$ cat src/bkf_pkg.sv
// ----------------------------------------------------------------------------
// bkf_pkg: shared types, constants and functions
// Widths, codes and the Q16.16 lerp / divide-by-three helpers.
// ----------------------------------------------------------------------------
package bkf_pkg;

    localparam int VALUE_BITS_DEF = 32;

    localparam int IN_W       = 32;          // keyframe and result value width
    localparam int PT_W       = 36;          // control point / lerp width
    localparam int DIFF_W     = PT_W + 1;    // lerp difference width
    localparam int T_W        = 17;          // t in Q1.16, up to 1.0
    localparam int T_STEP_W   = 16;
    localparam int K_W        = 6;
    localparam int FRAC_BITS  = 16;
    localparam int MAG_W      = 35;          // divider magnitude width
    localparam int DIV_CHUNK  = 7;           // quotient bits per divider stage
    localparam int DIV_STAGES = MAG_W / DIV_CHUNK;

    localparam int CFG_IDX_W  = 1;
    localparam int CFG_DATA_W = 16;

    localparam logic [T_W-1:0] T_ONE = T_W'(1 << FRAC_BITS);

    localparam logic [1:0] KIND_FIRST = 2'd1;
    localparam logic [1:0] KIND_LAST  = 2'd2;

    localparam logic [CFG_IDX_W-1:0] CFG_N_BETWEEN = 1'b0;
    localparam logic [CFG_IDX_W-1:0] CFG_T_STEP    = 1'b1;

    localparam logic [K_W-1:0]      N_BETWEEN_RST = 6'd3;
    localparam logic [T_STEP_W-1:0] T_STEP_RST    = 16'd16384;

    typedef logic signed [PT_W-1:0] pt_t;

    typedef struct packed {
        pt_t p1;
        pt_t a1;
        pt_t b2;
        pt_t p2;
    } seg_t;

    typedef struct packed {
        pt_t            p1;
        pt_t            a1;
        pt_t            b2;
        pt_t            p2;
        logic [T_W-1:0] t;
        logic [K_W-1:0] k;
        logic           last;
    } task_t;

    // a + floor((b - a) * t / 2^16)
    function automatic pt_t lerp_q16(input pt_t a, input pt_t b, input logic [T_W-1:0] t);
        logic signed [DIFF_W-1:0]    diff;
        logic signed [DIFF_W+T_W:0]  prod;
        logic signed [DIFF_W+T_W:0]  sh;
        diff = {b[PT_W-1], b} - {a[PT_W-1], a};
        prod = diff * $signed({1'b0, t});
        sh   = prod >>> FRAC_BITS;
        return a + $signed(sh[PT_W-1:0]);
    endfunction

    // Long division by three over one chunk: {remainder, quotient bits}
    function automatic logic [DIV_CHUNK+1:0] div3_chunk(input logic [1:0] rem,
                                                        input logic [DIV_CHUNK-1:0] bits);
        logic [2:0]           r;
        logic [DIV_CHUNK-1:0] q;
        r = {1'b0, rem};
        q = '0;
        for (int i = DIV_CHUNK - 1; i >= 0; i--)
        begin
            r = {r[1:0], bits[i]};
            if (r >= 3'd3)
            begin
                r    = r - 3'd3;
                q[i] = 1'b1;
            end
        end
        return {r[1:0], q};
    endfunction

endpackage

$ cat src/bkf_ctrl_pts.sv
// ----------------------------------------------------------------------------
// bkf_ctrl_pts: inner control point pipeline
// Forms the a1/b2 numerators, divides by 3 or 6 in chunked stages, adds.
// ----------------------------------------------------------------------------
module bkf_ctrl_pts
    import bkf_pkg::*;
(
    input  logic                   clk,
    input  logic                   rst_n,
    input  logic                   in_valid,
    output logic                   in_ready,
    input  logic signed [IN_W-1:0] p0,
    input  logic signed [IN_W-1:0] p1,
    input  logic signed [IN_W-1:0] p2,
    input  logic signed [IN_W-1:0] p3,
    input  logic [1:0]             kind,
    output logic                   out_valid,
    input  logic                   out_ready,
    output seg_t                   out_seg
);

    localparam int NST = DIV_STAGES + 2;

    typedef struct packed {
        logic signed [IN_W-1:0] p1;
        logic signed [IN_W-1:0] p2;
        logic [MAG_W-1:0]       ma;
        logic [MAG_W-1:0]       mb;
        logic [MAG_W-1:0]       qa;
        logic [MAG_W-1:0]       qb;
        logic [1:0]             ra;
        logic [1:0]             rb;
        logic                   na;
        logic                   nb;
        logic                   a6;
        logic                   b6;
    } front_t;

    logic   vld_reg [NST];
    logic   vin     [NST];
    logic   rdy     [NST];
    front_t st_reg  [DIV_STAGES+1];
    front_t st_next [DIV_STAGES+1];
    seg_t   seg_reg;
    seg_t   seg_next;

    assign vin[0] = in_valid;
    for (genvar s = 1; s < NST; s++)
    begin : g_vin
        assign vin[s] = vld_reg[s-1];
    end

    always_comb
    begin
        rdy[NST-1] = !vld_reg[NST-1] || out_ready;
        for (int s = NST - 2; s >= 0; s--)
        begin
            rdy[s] = !vld_reg[s] || rdy[s+1];
        end
    end

    // stage 0: numerators and magnitudes
    always_comb
    begin
        logic signed [MAG_W-1:0] e0, e1, e2, e3, da, db;
        logic                    first, last;
        e0    = MAG_W'(p0);
        e1    = MAG_W'(p1);
        e2    = MAG_W'(p2);
        e3    = MAG_W'(p3);
        first = (kind == KIND_FIRST);
        last  = (kind == KIND_LAST);
        da    = first ? (e2 <<< 1) - e3 - e1 : e2 - e0;
        db    = last  ? (e1 <<< 1) - e0 - e2 : e1 - e3;
        st_next[0].p1 = p1;
        st_next[0].p2 = p2;
        st_next[0].ma = da[MAG_W-1] ? MAG_W'(-da) : MAG_W'(da);
        st_next[0].mb = db[MAG_W-1] ? MAG_W'(-db) : MAG_W'(db);
        st_next[0].qa = '0;
        st_next[0].qb = '0;
        st_next[0].ra = 2'd0;
        st_next[0].rb = 2'd0;
        st_next[0].na = da[MAG_W-1];
        st_next[0].nb = db[MAG_W-1];
        st_next[0].a6 = !first;
        st_next[0].b6 = !last;
    end

    // stages 1..DIV_STAGES: one quotient chunk each, MSB first
    for (genvar s = 1; s <= DIV_STAGES; s++)
    begin : g_div
        localparam int HI = MAG_W - 1 - (s - 1) * DIV_CHUNK;
        always_comb
        begin
            logic [DIV_CHUNK+1:0] ca, cb;
            ca = div3_chunk(st_reg[s-1].ra, st_reg[s-1].ma[HI -: DIV_CHUNK]);
            cb = div3_chunk(st_reg[s-1].rb, st_reg[s-1].mb[HI -: DIV_CHUNK]);
            st_next[s]                       = st_reg[s-1];
            st_next[s].qa[HI -: DIV_CHUNK]   = ca[DIV_CHUNK-1:0];
            st_next[s].qb[HI -: DIV_CHUNK]   = cb[DIV_CHUNK-1:0];
            st_next[s].ra                    = ca[DIV_CHUNK+1:DIV_CHUNK];
            st_next[s].rb                    = cb[DIV_CHUNK+1:DIV_CHUNK];
        end
    end

    // final stage: halve for /6, restore sign, add to anchor
    always_comb
    begin
        front_t           f;
        logic [MAG_W-1:0] qa, qb;
        pt_t              sa, sb;
        f  = st_reg[DIV_STAGES];
        qa = f.a6 ? (f.qa >> 1) : f.qa;
        qb = f.b6 ? (f.qb >> 1) : f.qb;
        sa = f.na ? -pt_t'({1'b0, qa}) : pt_t'({1'b0, qa});
        sb = f.nb ? -pt_t'({1'b0, qb}) : pt_t'({1'b0, qb});
        seg_next.p1 = PT_W'(f.p1);
        seg_next.p2 = PT_W'(f.p2);
        seg_next.a1 = PT_W'(f.p1) + sa;
        seg_next.b2 = PT_W'(f.p2) + sb;
    end

    always_ff @(posedge clk or negedge rst_n)
    begin
        if (!rst_n)
        begin
            for (int s = 0; s < NST; s++)
            begin
                vld_reg[s] <= 1'b0;
            end
        end
        else
        begin
            for (int s = 0; s < NST; s++)
            begin
                if (rdy[s])
                begin
                    vld_reg[s] <= vin[s];
                end
            end
        end
    end

    always_ff @(posedge clk)
    begin
        for (int s = 0; s <= DIV_STAGES; s++)
        begin
            if (rdy[s] && vin[s])
            begin
                st_reg[s] <= st_next[s];
            end
        end
        if (rdy[NST-1] && vin[NST-1])
        begin
            seg_reg <= seg_next;
        end
    end

    assign in_ready  = rdy[0];
    assign out_valid = vld_reg[NST-1];
    assign out_seg   = seg_reg;

endmodule

$ cat config.mk
export PLATFORM = sky130hd
export DESIGN_NAME = bkf_ctrl_pts
export DESIGN_NICKNAME = d
export VERILOG_FILES = /design/src/bkf_pkg.sv /design/src/bkf_ctrl_pts.sv
export SDC_FILE = /design/constraint.sdc
export NUM_CORES = 1
export LEC_CHECK = 0
export CAP_MARGIN = 30
export CORE_MARGIN = 4
export CORE_UTILIZATION = 55
export CTS_CLUSTER_DIAMETER = 120
export DETAILED_ROUTE_END_ITERATION = 10
export DONT_BUFFER_PORTS = 1
export PLACE_DENSITY = 0.77
export SYNTH_ARGS = -nofsm -noshare
export SYNTH_HDL_FRONTEND = slang
export SYNTH_SLANG_ARGS = --single-unit
$ cat constraint.sdc
create_clock -name clk -period 10.8 [get_ports clk]
set_clock_uncertainty 0.15 [all_clocks]
set_input_delay 3.24 -clock clk [delete_from_list [all_inputs] [get_ports clk]]
set_output_delay 3.24 -clock clk [all_outputs]
set_load 0.02 [all_outputs]
==> results.md <==
- Status: finished clean
- RSZ-0062 raised after global routing: false
- Share of layout cells above drive strength 1: 5.15%
- H-tree Lvls: 3
- Initial core utilization: roughly 56%
- Setup violators final: 0
- Hold path start: st_reg[1][168]
- DR vias: roughly 35000
- R2R depth: 32
- Routability congestion estimate: around 1.0
- Max Fclk: 123 MHz
- YS warnings: 0
- Setup TNS: 0 ns
- Clock latency on the worst-skew pair: about 0.69 ns
- Fin worst setup slack: ~2.7 ns
- CTS Hold Bufs: 0
- Worst path max stage delay: 0.52 ns
- Final ANT Viol Nets: 0
- Sw Share: a little over a third
- CORE AREA: roughly 94000 µm²
- Hold/Removal Path Class: register to register
- Number of core rows: about 110
- Total wire length: between 100 and 150 mm
- First-pass GRT wire length: 194 mm
- Critical register-to-register path endpoint: st_reg[3][4]
- Pre-CTS WS: between 2 and 3 ns
- Post-cts sizing count: 0
- Synthesized netlist cell count: roughly 4300
- Power share of the clock group: a little under a quarter
- Drt first pass iters: 5
- Vias per cell: 6.03
- Internal power: 9930 µW
- Total global-route track usage: about a quarter
- Fin. Hold Viols: 0
- Largest register FFs: approximately 830
- Vias in the first global route: approximately 33000
- Crit-path max FO: 6
- Area leader, netlist: edfxtp_1
- CTS tree: done
- Die Y: ~320 µm
- Clock tree root buffer cell: clkbuf_16
- #FFs+latches synth: 977
- Top post-synthesis cells by area: edfxtp_1 (56%), ha_1 (8.1%), a21oi_1 (3.1%)
- Slew HR: roughly a third
- Leak pwr: between 0.02 and 0.025 µW
- Initial antenna violation count: 30
- Asr flop ratio synth: less than 1%
- Post-synth top area share: 55.8%
- Clock buffer depth: 3
- Worst vdd rail ir drop: around 180 µV
- Most frequent CP cell: ha_1
- Number of CTS-inserted buffers: 97
- Reg-to-reg slack, setup: approximately 2.7 ns
- Pwr dens: roughly 270 nW/µm²
- Mapped Nets: slightly below 5000
- Worst hold path depth: 0
- Critical-path top delay cell: or4b_1
- Die X: ~320 µm
- Drt drc: 0
- CP endpoint kind: register
- Seq/Total Area, Yosys: about 56%
- Layout Nets: approximately 4900
- Final worst-path cycle share: about 75%
- Final core occ: between 60% and 70%
- FF-to-FF Start: st_reg[2][98]
- WP data required: 11.08 ns
- Maxcap violations: 0
- Initial DRC Count: about 3400
- Grt total ovfl: 0
- Cell variety after synth: ~100
- Setup CP Type: register to register
- Pin count of the biggest net entering global routing: 141
- Final slew viol count: 0
- Psw: 5610 µW
- Post-CTS setup buffers: 0
- Critical Path Source Type: register
- Ports: 280
- Wire per inst: 22.6 µm
- # port buffers: 0
- WHS Endpoint: st_reg[2][168]
- Netlist Area Pre-Place: 52200 µm²
- Worst Tran Pin Value: between 0.9 and 1 ns
- Die area: 99900 µm²
- Reg clk slew, reported paths: 0.07 ns
- Flop pwr share: 42.0%
- HPWL after detailed placement: about 100 mm
- Syn avg cell area: around 12 µm²
- CP Data Arrival Time: ~8.4 ns
- Tot Pwr: between 15000 and 20000 µW
- # fillers: around 7100
- Post-synth EDFFs: 970
- CTS Sinks: between 900 and 1000
- Synth Flop Type: edfxtp_1
- Comb pwr share: between 30% and 40%
- Min cycle time layout: just over 8 ns
- Synth-to-layout area growth: 9.35%
-- cell usage after synthesis, types with 29 or more instances --
cell type  number
edfxtp_1      970
ha_1          336
a21oi_1       322
nor2_1        306
inv_1         287
nand2_1       262
o21ai_0       214
xnor2_1       140
xor2_1        103
a21o_1        102
nand3_1        86
nor3_1         73
clkbuf_1       71
fa_1           68
nor2b_1        65
nand2b_1       64
mux2i_1        60
or3_1          54
o211ai_1       49
a31oi_1        41
o21a_1         39
a211oi_1       38
o31ai_1        38
and2_1         34
and3_1         31
nand4_1        29
-- logic make-up after synthesis --
group                    after synthesis  synth area share (%)
flip-flops                           977                  56.2
AND/OR/NAND/NOR                     1125                  10.7
buffers and inverters                384                  2.84
multiplexers                          65                  1.28
XOR/XNOR                             243                  4.08
adder cells (fa/ha/maj)              404                  10.7
AO/OA/AOI/OAI                       1143                  14.3
-- area by class of cell --
type	count	area (µm²)	area share [%]
inverter	290	1090	1.91
sequential	977	29300	51.4
antenna	21	52.6	0.0921
clock buffer	110	2500	4.37
timing repair buffer	21	204	0.357
clock inverter	71	900	1.58
tap	1254	1570	2.75
multi-input combinational	2980	21400	37.6
-- how the worst max path moves through the flow --
| stage | from | to | slack (ns) | depth (start not counted) |
|---|---|---|---|---|
| 2_1_floorplan | out_ready | st_reg[3][0] | 0.30 | 4 |
| 3_3_place_gp | p0[2] | st_reg[0][130] | 2.54 | 15 |
| 3_5_place_dp | p1[0] | st_reg[0][129] | 2.52 | 18 |
| 4_1_cts | out_ready | in_ready | 2.81 | 4 |
| 5_1_grt | st_reg[2][98] | st_reg[3][4] | 2.27 | 32 |
| 6_report | st_reg[2][98] | st_reg[3][4] | 2.66 | 32 |
-- worst max-delay path, delay by kind of cell, from the launching register on --
family / cells / cell delay, ns
AOI/OAI and AO/OA: 12 / 2.81
adders and majority gates: 7 / 1.92
buffers and inverters: 3 / 0.35
DFF: 1 / 0.46
and+or+nand+nor: 10 / 2.21
-- cells in the final DEF, fill, tap and decap left out, types with 49 or more instances in the layout --
master / count
edfxtp_1: 970
ha_1: 336
a21oi_1: 322
nor2_1: 306
inv_1: 287
nand2_1: 262
o21ai_0: 214
xnor2_1: 140
xor2_1: 103
a21o_1: 102
clkbuf_16: 97
nand3_1: 86
nor3_1: 73
fa_1: 68
nand2b_1: 64
nor2b_1: 61
mux2i_1: 60
or3_1: 54
o211ai_1: 49
-- power by group through the flow --
stage	clock network, µW	registers [µW]	logic [µW]
CTS	3610	6530	5400
global route	3790	6620	6050
detailed placement	0	6590	5310
floorplan	0	6370	4200
global placement	0	6550	5140
finish	3560	6520	5450
-- through the flow --
step / area (µm²) / hold WS (ns) / cells
6_report: 57100 / 0.240 / 5724
5_1_grt: 57000 / 0.249 / 5706
4_1_cts: 57000 / 0.248 / 5703
3_5_place_dp: 53600 / 0.255 / 5522
3_3_place_gp: 53600 / 0.250 / 5521
2_1_floorplan: 52200 / 0.250 / 4341
-- layer usage --
metal | vias up | global-route usage, % | routed length [µm]
li1 | 16344 | - | -
met1 | 16537 | 33.9 | 53500
met2 | 1388 | 39.5 | 58100
met3 | 241 | 8.81 | 13800
met4 | 20 | 8.05 | 3970
met5 | - | 0 | 138
No activity file was read; power rests on OpenSTA's default activity.
