[config.mk]
export PLATFORM = sky130hd
export DESIGN_NAME = bkf_sampler
export DESIGN_NICKNAME = d
export VERILOG_FILES = /design/src/bkf_pkg.sv /design/src/bkf_sampler.sv
export SDC_FILE = /design/constraint.sdc
export NUM_CORES = 1
export LEC_CHECK = 0
export BUFFER_PORTS_ARGS = -buffer_cell sky130_fd_sc_hd__buf_2
export CORE_AREA = 5 5 128 130
export CTS_CLUSTER_SIZE = 8
export DETAILED_ROUTE_END_ITERATION = 12
export DIE_AREA = 0 0 133 135
export PLACE_DENSITY = 0.76
export SLEW_MARGIN = 20
export SYNTH_ARGS = -nofsm -noshare
export SYNTH_HDL_FRONTEND = slang
export SYNTH_SLANG_ARGS = --single-unit
export TNS_END_PERCENT = 10
[constraint.sdc]
create_clock -name clk -period 7 [get_ports clk]
set_input_delay 0.7 -clock clk [delete_from_list [all_inputs] [get_ports clk]]
set_output_delay 0.7 -clock clk [all_outputs]
set_load 0.02 [all_outputs]
[src/bkf_pkg.sv]
// ----------------------------------------------------------------------------
// bkf_pkg: shared types, constants and functions
// Widths, codes and the Q16.16 lerp / divide-by-three helpers.
// ----------------------------------------------------------------------------
package bkf_pkg;

    localparam int VALUE_BITS_DEF = 32;

    localparam int IN_W       = 32;          // keyframe and result value width
    localparam int PT_W       = 36;          // control point / lerp width
    localparam int DIFF_W     = PT_W + 1;    // lerp difference width
    localparam int T_W        = 17;          // t in Q1.16, up to 1.0
    localparam int T_STEP_W   = 16;
    localparam int K_W        = 6;
    localparam int FRAC_BITS  = 16;
    localparam int MAG_W      = 35;          // divider magnitude width
    localparam int DIV_CHUNK  = 7;           // quotient bits per divider stage
    localparam int DIV_STAGES = MAG_W / DIV_CHUNK;

    localparam int CFG_IDX_W  = 1;
    localparam int CFG_DATA_W = 16;

    localparam logic [T_W-1:0] T_ONE = T_W'(1 << FRAC_BITS);

    localparam logic [1:0] KIND_FIRST = 2'd1;
    localparam logic [1:0] KIND_LAST  = 2'd2;

    localparam logic [CFG_IDX_W-1:0] CFG_N_BETWEEN = 1'b0;
    localparam logic [CFG_IDX_W-1:0] CFG_T_STEP    = 1'b1;

    localparam logic [K_W-1:0]      N_BETWEEN_RST = 6'd3;
    localparam logic [T_STEP_W-1:0] T_STEP_RST    = 16'd16384;

    typedef logic signed [PT_W-1:0] pt_t;

    typedef struct packed {
        pt_t p1;
        pt_t a1;
        pt_t b2;
        pt_t p2;
    } seg_t;

    typedef struct packed {
        pt_t            p1;
        pt_t            a1;
        pt_t            b2;
        pt_t            p2;
        logic [T_W-1:0] t;
        logic [K_W-1:0] k;
        logic           last;
    } task_t;

    // a + floor((b - a) * t / 2^16)
    function automatic pt_t lerp_q16(input pt_t a, input pt_t b, input logic [T_W-1:0] t);
        logic signed [DIFF_W-1:0]    diff;
        logic signed [DIFF_W+T_W:0]  prod;
        logic signed [DIFF_W+T_W:0]  sh;
        diff = {b[PT_W-1], b} - {a[PT_W-1], a};
        prod = diff * $signed({1'b0, t});
        sh   = prod >>> FRAC_BITS;
        return a + $signed(sh[PT_W-1:0]);
    endfunction

    // Long division by three over one chunk: {remainder, quotient bits}
    function automatic logic [DIV_CHUNK+1:0] div3_chunk(input logic [1:0] rem,
                                                        input logic [DIV_CHUNK-1:0] bits);
        logic [2:0]           r;
        logic [DIV_CHUNK-1:0] q;
        r = {1'b0, rem};
        q = '0;
        for (int i = DIV_CHUNK - 1; i >= 0; i--)
        begin
            r = {r[1:0], bits[i]};
            if (r >= 3'd3)
            begin
                r    = r - 3'd3;
                q[i] = 1'b1;
            end
        end
        return {r[1:0], q};
    endfunction

endpackage

[src/bkf_sampler.sv]
// ----------------------------------------------------------------------------
// bkf_sampler: per-segment sample sequencer
// Holds one segment and issues k = 1..n_between with t = min(k*t_step, 1.0).
// ----------------------------------------------------------------------------
module bkf_sampler
    import bkf_pkg::*;
(
    input  logic                clk,
    input  logic                rst_n,
    input  logic [K_W-1:0]      n_between,
    input  logic [T_STEP_W-1:0] t_step,
    input  logic                seg_valid,
    output logic                seg_ready,
    input  seg_t                seg,
    output logic                task_valid,
    input  logic                task_ready,
    output task_t               task_data
);

    logic           busy_reg, busy_next;
    logic [K_W-1:0] k_reg, k_next;
    logic [T_W-1:0] t_reg, t_next;
    seg_t           seg_reg;
    logic           last;
    logic           fire;
    logic           done;
    logic           load;
    logic [T_W:0]   t_sum;

    assign last      = (k_reg == n_between);
    assign fire      = busy_reg && task_ready;
    assign done      = fire && last;
    assign seg_ready = !busy_reg || done;
    assign load      = seg_valid && seg_ready;
    assign t_sum     = {1'b0, t_reg} + (T_W+1)'(t_step);

    always_comb
    begin
        busy_next = busy_reg;
        k_next    = k_reg;
        t_next    = t_reg;
        if (load)
        begin
            busy_next = (n_between != '0);
            k_next    = K_W'(1);
            t_next    = T_W'(t_step);
        end
        else if (fire)
        begin
            if (done)
            begin
                busy_next = 1'b0;
            end
            else
            begin
                k_next = k_reg + K_W'(1);
                t_next = (t_sum > {1'b0, T_ONE}) ? T_ONE : t_sum[T_W-1:0];
            end
        end
    end

    always_ff @(posedge clk or negedge rst_n)
    begin
        if (!rst_n)
        begin
            busy_reg <= 1'b0;
            k_reg    <= K_W'(1);
            t_reg    <= '0;
        end
        else
        begin
            busy_reg <= busy_next;
            k_reg    <= k_next;
            t_reg    <= t_next;
        end
    end

    always_ff @(posedge clk)
    begin
        if (load)
        begin
            seg_reg <= seg;
        end
    end

    assign task_valid     = busy_reg;
    assign task_data.p1   = seg_reg.p1;
    assign task_data.a1   = seg_reg.a1;
    assign task_data.b2   = seg_reg.b2;
    assign task_data.p2   = seg_reg.p2;
    assign task_data.t    = t_reg;
    assign task_data.k    = k_reg;
    assign task_data.last = last;

endmodule

==> results of run 1 <==
power groups by stage:
stage	Clock [W]	Combinational, W	Sequential [W]
5_1_grt	0.000981	0.00104	0.00131
6_report	0.000914	0.000955	0.00130
2_1_floorplan	0	0.000546	0.00144
3_5_place_dp	0	0.000951	0.00131
3_3_place_gp	0	0.000928	0.00131
4_1_cts	0.000934	0.000957	0.00130
logic make-up (layout without fill, tap and decap cells):
group / after synthesis / after routing
flops: 168 / 168
compound gates: 79 / 79
simple gates: 54 / 54
xor+xnor: 22 / 22
fa+ha+maj: 18 / 18
buf+inv: 12 / 379
mux: 1 / 1
other cells: 0 / 3
final timing paths:
| check | startpoint | end | slack (ps) |
|---|---|---|---|
| worst max register to register | k_reg[0] | t_reg[10] | 4170 |
| min in group clk | seg[48] | task_data[72] | 460 |
| worst min-delay path | rst_n | t_reg[7] | 290 |
| worst max-delay path | k_reg[0] | t_reg[10] | 4170 |
| worst min register to register | k_reg[0] | k_reg[0] | 530 |
| max in group asynchronous | rst_n | k_reg[5] | 6290 |
layout make-up:
class | count | area share, %
Sequential cell | 168 | 55.9
Antenna cell | 3 | 0.0852
Clock buffer | 18 | 4.87
Inverter | 6 | 0.255
Multi-Input combinational cell | 174 | 15.0
Timing Repair Buffer | 341 | 19.4
Tap cell | 188 | 2.67
Clock inverter | 14 | 1.83
critical path, stage by stage, from the launching register on:
cell and delay, ps:
dfstp_2 600, xnor2_1 140, nand2_1 110, o31a_1 350, o22ai_4 560, nor2_4 40, buf_4 420, a22oi_1 330
o21ai_2 80
metal layers:
layer  global-route usage [%]  vias to the layer above  part of all wire (%)  routed length [um]
met5                        0                        -                  0.27                  52
met4                     6.29                        8                   2.1                 405
met3                     8.53                       35                    10                1970
met2                     36.2                      240                    53               10300
met1                     24.0                     2258                    35                6740
li1                         -                     2095                     -                   -
placed cells by master, fill, tap and decap left out, drive strengths merged, types with 2 or more instances in the layout:
| cell | Yosys | layout |
|---|---|---|
| o22ai | 2 | 2 |
| nand3 | 6 | 6 |
| nor3 | 7 | 7 |
| a211oi | 3 | 3 |
| o21ai | 22 | 22 |
| nand4 | 2 | 2 |
| xor2 | 6 | 6 |
| o21bai | 3 | 3 |
| xnor2 | 16 | 16 |
| clkbuf | 3 | 18 |
| clkinvlp | 0 | 2 |
| a22oi | 16 | 16 |
| clkinv | 0 | 4 |
| buf | 3 | 341 |
| diode | 0 | 3 |
| dfrtp | 23 | 23 |
| o31ai | 2 | 2 |
| a21oi | 15 | 15 |
| o31a | 3 | 3 |
| edfxtp | 144 | 144 |
| inv | 6 | 13 |
| nand2 | 19 | 19 |
| nor2 | 13 | 13 |
| o21a | 2 | 2 |
| or3 | 2 | 2 |
| ha | 17 | 17 |
| a21o | 3 | 3 |
through the flow:
| stage | util [%] | worst slack [ps] | std cells |
|---|---|---|---|
| 2_1_floorplan | - | 3220 | 354 |
| 3_3_place_gp | 54.6 | 3820 | 877 |
| 3_5_place_dp | 54.6 | 3660 | 877 |
| 4_1_cts | 58.5 | 3920 | 909 |
| 5_1_grt | 58.6 | 3920 | 911 |
| 6_report | 58.6 | 4170 | 912 |
==> results.cfg, run 1 <==
[setup_path]
arrival_ps = 3120
worstSetupPathType = reg2reg
worstRegToRegCells = 8
crit_required_ps = 7290
end_kind = flip-flop
crit_fanout = 85
start_kind = flip-flop

[routing]
wl_um = 19500
drt-pass1-iter-count = 5
vias = 4636
drt-initial-drc-count = 288
wl_per_cell_um = 21.4
ant_nets = 0
drc = 0
routed_via_density = 5.08

[global_route]
antenna_found_initial = 8
grt_pass1_vias = 4606
grt_pass1_wl_um = 28000
grt-ovfl-total = 0
grtUsageTotal_pct = 21.0
grt_max_degree = 86

[synth]
synth_cell_type_count = 49
synth_edf_count = 144
yosys_warnings = 0
synth-main-ff-cell = edfxtp_1
synth_fa_ha_area_share_pct = 3.70
synth-async-reset-ratio_pct = 14.3
synth_top_family_by_area = compound AO/OA/AOI/OAI gates
ys_ff_latch = 168
synth-compound-area-share_pct = 9.74
syn-cell-area_um2 = 6290
synth_top_area_cell = edfxtp_1
synth_area_leaders = edfxtp_1 69%, dfrtp_1 9.1%, ha_1 3.4%
synthCells = 354
synthXorXnorAreaFrac_pct = 3.18
synth.most_common_cell = edfxtp_1
post-synth-top-area-fraction_pct = 68.7
synthTopCellsByCount = 144 x edfxtp_1, 23 x dfrtp_1, 18 x nand2_1, 17 x ha_1, 16 x a22oi_1
avgSynthCellArea_um2 = 17.8
syn_nets = 542
synth_mux_area_share_pct = 0.159
yosys.area_share.simple_pct = 4.00
synth_seq_area_share_pct = 78.3

[clocking]
cts_made_buffers = 17
cts_root_buf = clkbuf_16
clk_pin_slew_ps = 70
cts_htree_levels = 4
cts_hold_buffers = 0
cts.sinks = 168
max-clock-path-buffers = 2
post_cts_buffers = 0
clkLatencyLatePin_ps = 420
cts_resized = 0
cts_tree = yes

[cells_and_area]
finalNetCount = 896
fillers = 1176
largest_reg_flops = 144
seq_area_um2 = 4930
final_area_um2 = 8820
synthToLayoutAreaGrowth_pct = 40.1
multi_input_area_um2 = 1320
drive_gt1_share_pct = 55.1

[hold_path]
min_path_type = in2async

[power]
pwr-share-comb_pct = 30.2
p_sw_share_pct = 34.0
clkPwrFrac_pct = 28.9
leakagePower_nw = 3.81
p_int_w = 0.00209
p_sw_w = 0.00108
peakVddDrop_uv = 221
p_per_area_nw_per_um2 = 359
p_seq_share_pct = 40.9
power_w = 0.00316

[timing]
whs_ps = 292
min_period_over_period_pct = 40.4
grt_setup_unrepaired = false
finalSetupTns_ps = 0
worst_pin_slew_ps = 1040
period_needed_ps = 2830
skew_ps = 10.3
setup_viol = 0
max_freq_mhz = 354
hold_violations = 0
max_slew_margin_pct = 30.5
final-max-slew-violation-count = 0

[place]
gp_congestion = 0.883
dpl_cell_area_um2 = 8210
port_buffers = 339
hpwl_um = 15300

[floorplan]
ios = 340
die_h_um = 135
core_um2 = 15000
design.die.area_um2 = 18000
die_width_um = 133
start_util_pct = 41.9
rows = 45

[flow_run]
cap_violations = 0

[outcome]
status = finished, final reports clean
(Power assumes the default switching activity.)
==> run 2, diff against run 1 <==
clock period = 2.9 ns   (was 7 ns; I/O delays follow)
==> run 2 against run 1 <==
Against the previous run: sequential share of layout area shrank 0.33 points; clock skew is essentially flat; clock power grew 150%; critical path depth grew 2.
==> results.cfg, run 2 (same netlist as run 1, synthesis figures left out) <==
[outcome]
status = finished, final reports clean

[routing]
vias = 4585
wl_um = 19500
drt-pass1-iter-count = 4
routed_via_density = 5.01
wl_per_cell_um = 21.3
ant_nets = 0
drt-initial-drc-count = 197
drc = 0

[place]
dp.cells = 879
hpwl_um = 15300
gp_congestion = 0.892
port_buffers = 339

[hold_path]
hp-start = seg[34]
min_path_type = in2reg

[power]
p_per_area_nw_per_um2 = 871
clkPwrFrac_pct = 29.1
peakVddDrop_uv = 657
p_seq_share_pct = 40.3
leakagePower_nw = 3.84
pwr-share-comb_pct = 30.6
p_sw_w = 0.00259
p_sw_share_pct = 33.5
p_int_w = 0.00513

[timing]
worst_pin_slew_ps = 602
hold_violations = 0
period_needed_ps = 2630
skew_ps = 10.4
min_period_over_period_pct = 90.8
max_freq_mhz = 380
setup_viol = 0
max_slew_margin_pct = 59.8
final-max-slew-violation-count = 0
grt_setup_unrepaired = false
finalSetupTns_ps = 0

[clocking]
cts_htree_levels = 4
clk_pin_slew_ps = 70
cts_root_buf = clkbuf_16
max-clock-path-buffers = 2
clkLatencyLatePin_ps = 420
cts_tree = yes
cts.sinks = 168
cts_made_buffers = 17

[floorplan]
die_h_um = 135
rows = 45
core_um2 = 15000
die_width_um = 133
design.die.area_um2 = 18000
ios = 340
start_util_pct = 41.9

[flow_run]
cap_violations = 0

[setup_path]
worstPathCellList = ha_1 > fa_1 > a211oi_2 > o21ai_0 > nand2_1 > a221oi_4 > xnor2_2 > nand2_2 > buf_4 > o21ai_2
end_kind = flip-flop
crit_required_ps = 3240
cp-startpoint = t_reg[0]
reg2reg_from = t_reg[0]
critPathSlowestCell = fa_1
arrival_ps = 2980
worstSetupPathType = reg2reg
slowest_delay_ps = 420
start_kind = flip-flop
cp_top_family = compound AO/OA/AOI/OAI gates
crit_fanout = 8
path_buf_inv = 1

[global_route]
antenna_found_initial = 7
grt_pass1_vias = 4724
grt-ovfl-total = 0
grt_pass1_wl_um = 27900
grtUsageTotal_pct = 20.9
grt_max_degree = 102

[cells_and_area]
finalNetCount = 899
drive_gt1_share_pct = 55.3
fillers = 1191
final_cell_mix = 339 x buf_2, 144 x edfxtp_1, 23 x dfrtp_1
synthToLayoutAreaGrowth_pct = 40.9
mostFrequentLayoutCell = buf_2
largest_reg_flops = 144
fin_util_pct = 59.0
instances_no_fill = 915
run 2: cell types whose count changed in the layout (fill, tap and decap cells not counted), moves of 2 or more:
cell | previous run | this run
clkinv_2 | 0 | 2
clkinv_4 | 2 | 4
clkinvlp_4 | 2 | 0
buf_12 | 0 | 2
run 2: path summary, 6_finish.rpt:
kind / end / slack [ps] / depth (start not counted)
worst min-delay path: task_data[58] / 40 / 1
worst max register to register: t_reg[6] / 270 / 10
worst max-delay path: t_reg[6] / 270 / 10
worst min register to register: k_reg[0] / 530 / 1
min in group asynchronous: t_reg[10] / 410 / 2
max in group asynchronous: k_reg[5] / 2080 / 2
run 2: cell type report:
class,instances,area [um2],area share (%)
Clock buffer,17,425,4.80
Inverter,6,22.5,0.254
Tap cell,188,235,2.65
Multi-Input combinational cell,174,1320,14.9
Clock inverter,14,168,1.89
Antenna cell,4,10.0,0.113
Timing Repair Buffer,344,1760,19.9
Sequential cell,168,4930,55.5
run 2: worst reg2reg max path: cells and delay by family, from the launching register on:
kind / cells / cell delay [ps]
AND/OR/NAND/NOR: 2 / 370
buffers and inverters: 1 / 240
flip-flops: 1 / 410
adder cells (fa/ha/maj): 2 / 650
XOR/XNOR: 1 / 200
AO/OA/AOI/OAI: 4 / 690
run 2: timing repair:
item,4_1_cts,5_1_grt
endpoints found under the hold margin,23,0
setup endpoints to repair,0,9
hold buffers,1,0
gates resized for setup,0,1
buffers inserted,0,0
run 2: stage by stage:
step	power (W)	hold WS [ps]	area [um2]	setup slack, ps
3_3_place_gp	0.00542	310	8250	276
5_1_grt	0.00812	10.1	8870	25.8
2_1_floorplan	0.00478	-5.59	6300	240
4_1_cts	0.00778	18.8	8850	165
6_report	0.00773	45.0	8870	267
3_5_place_dp	0.00551	323	8250	193
run 2: power groups by stage:
stage | registers, W | clock network [W] | logic, W
finish | 0.00312 | 0.00225 | 0.00236
global route | 0.00315 | 0.00241 | 0.00257
CTS | 0.00312 | 0.00231 | 0.00236
detailed placement | 0.00316 | 0 | 0.00235
global placement | 0.00314 | 0 | 0.00228
floorplan | 0.00347 | 0 | 0.00132
run 2: routing by layer:
metal	up-vias	part of all wire, %	GRT usage [%]
li1	2102	-	-
met1	2258	34	21.6
met2	197	53	37.0
met3	22	11	11.0
met4	6	1.6	6.41
met5	-	0.21	0
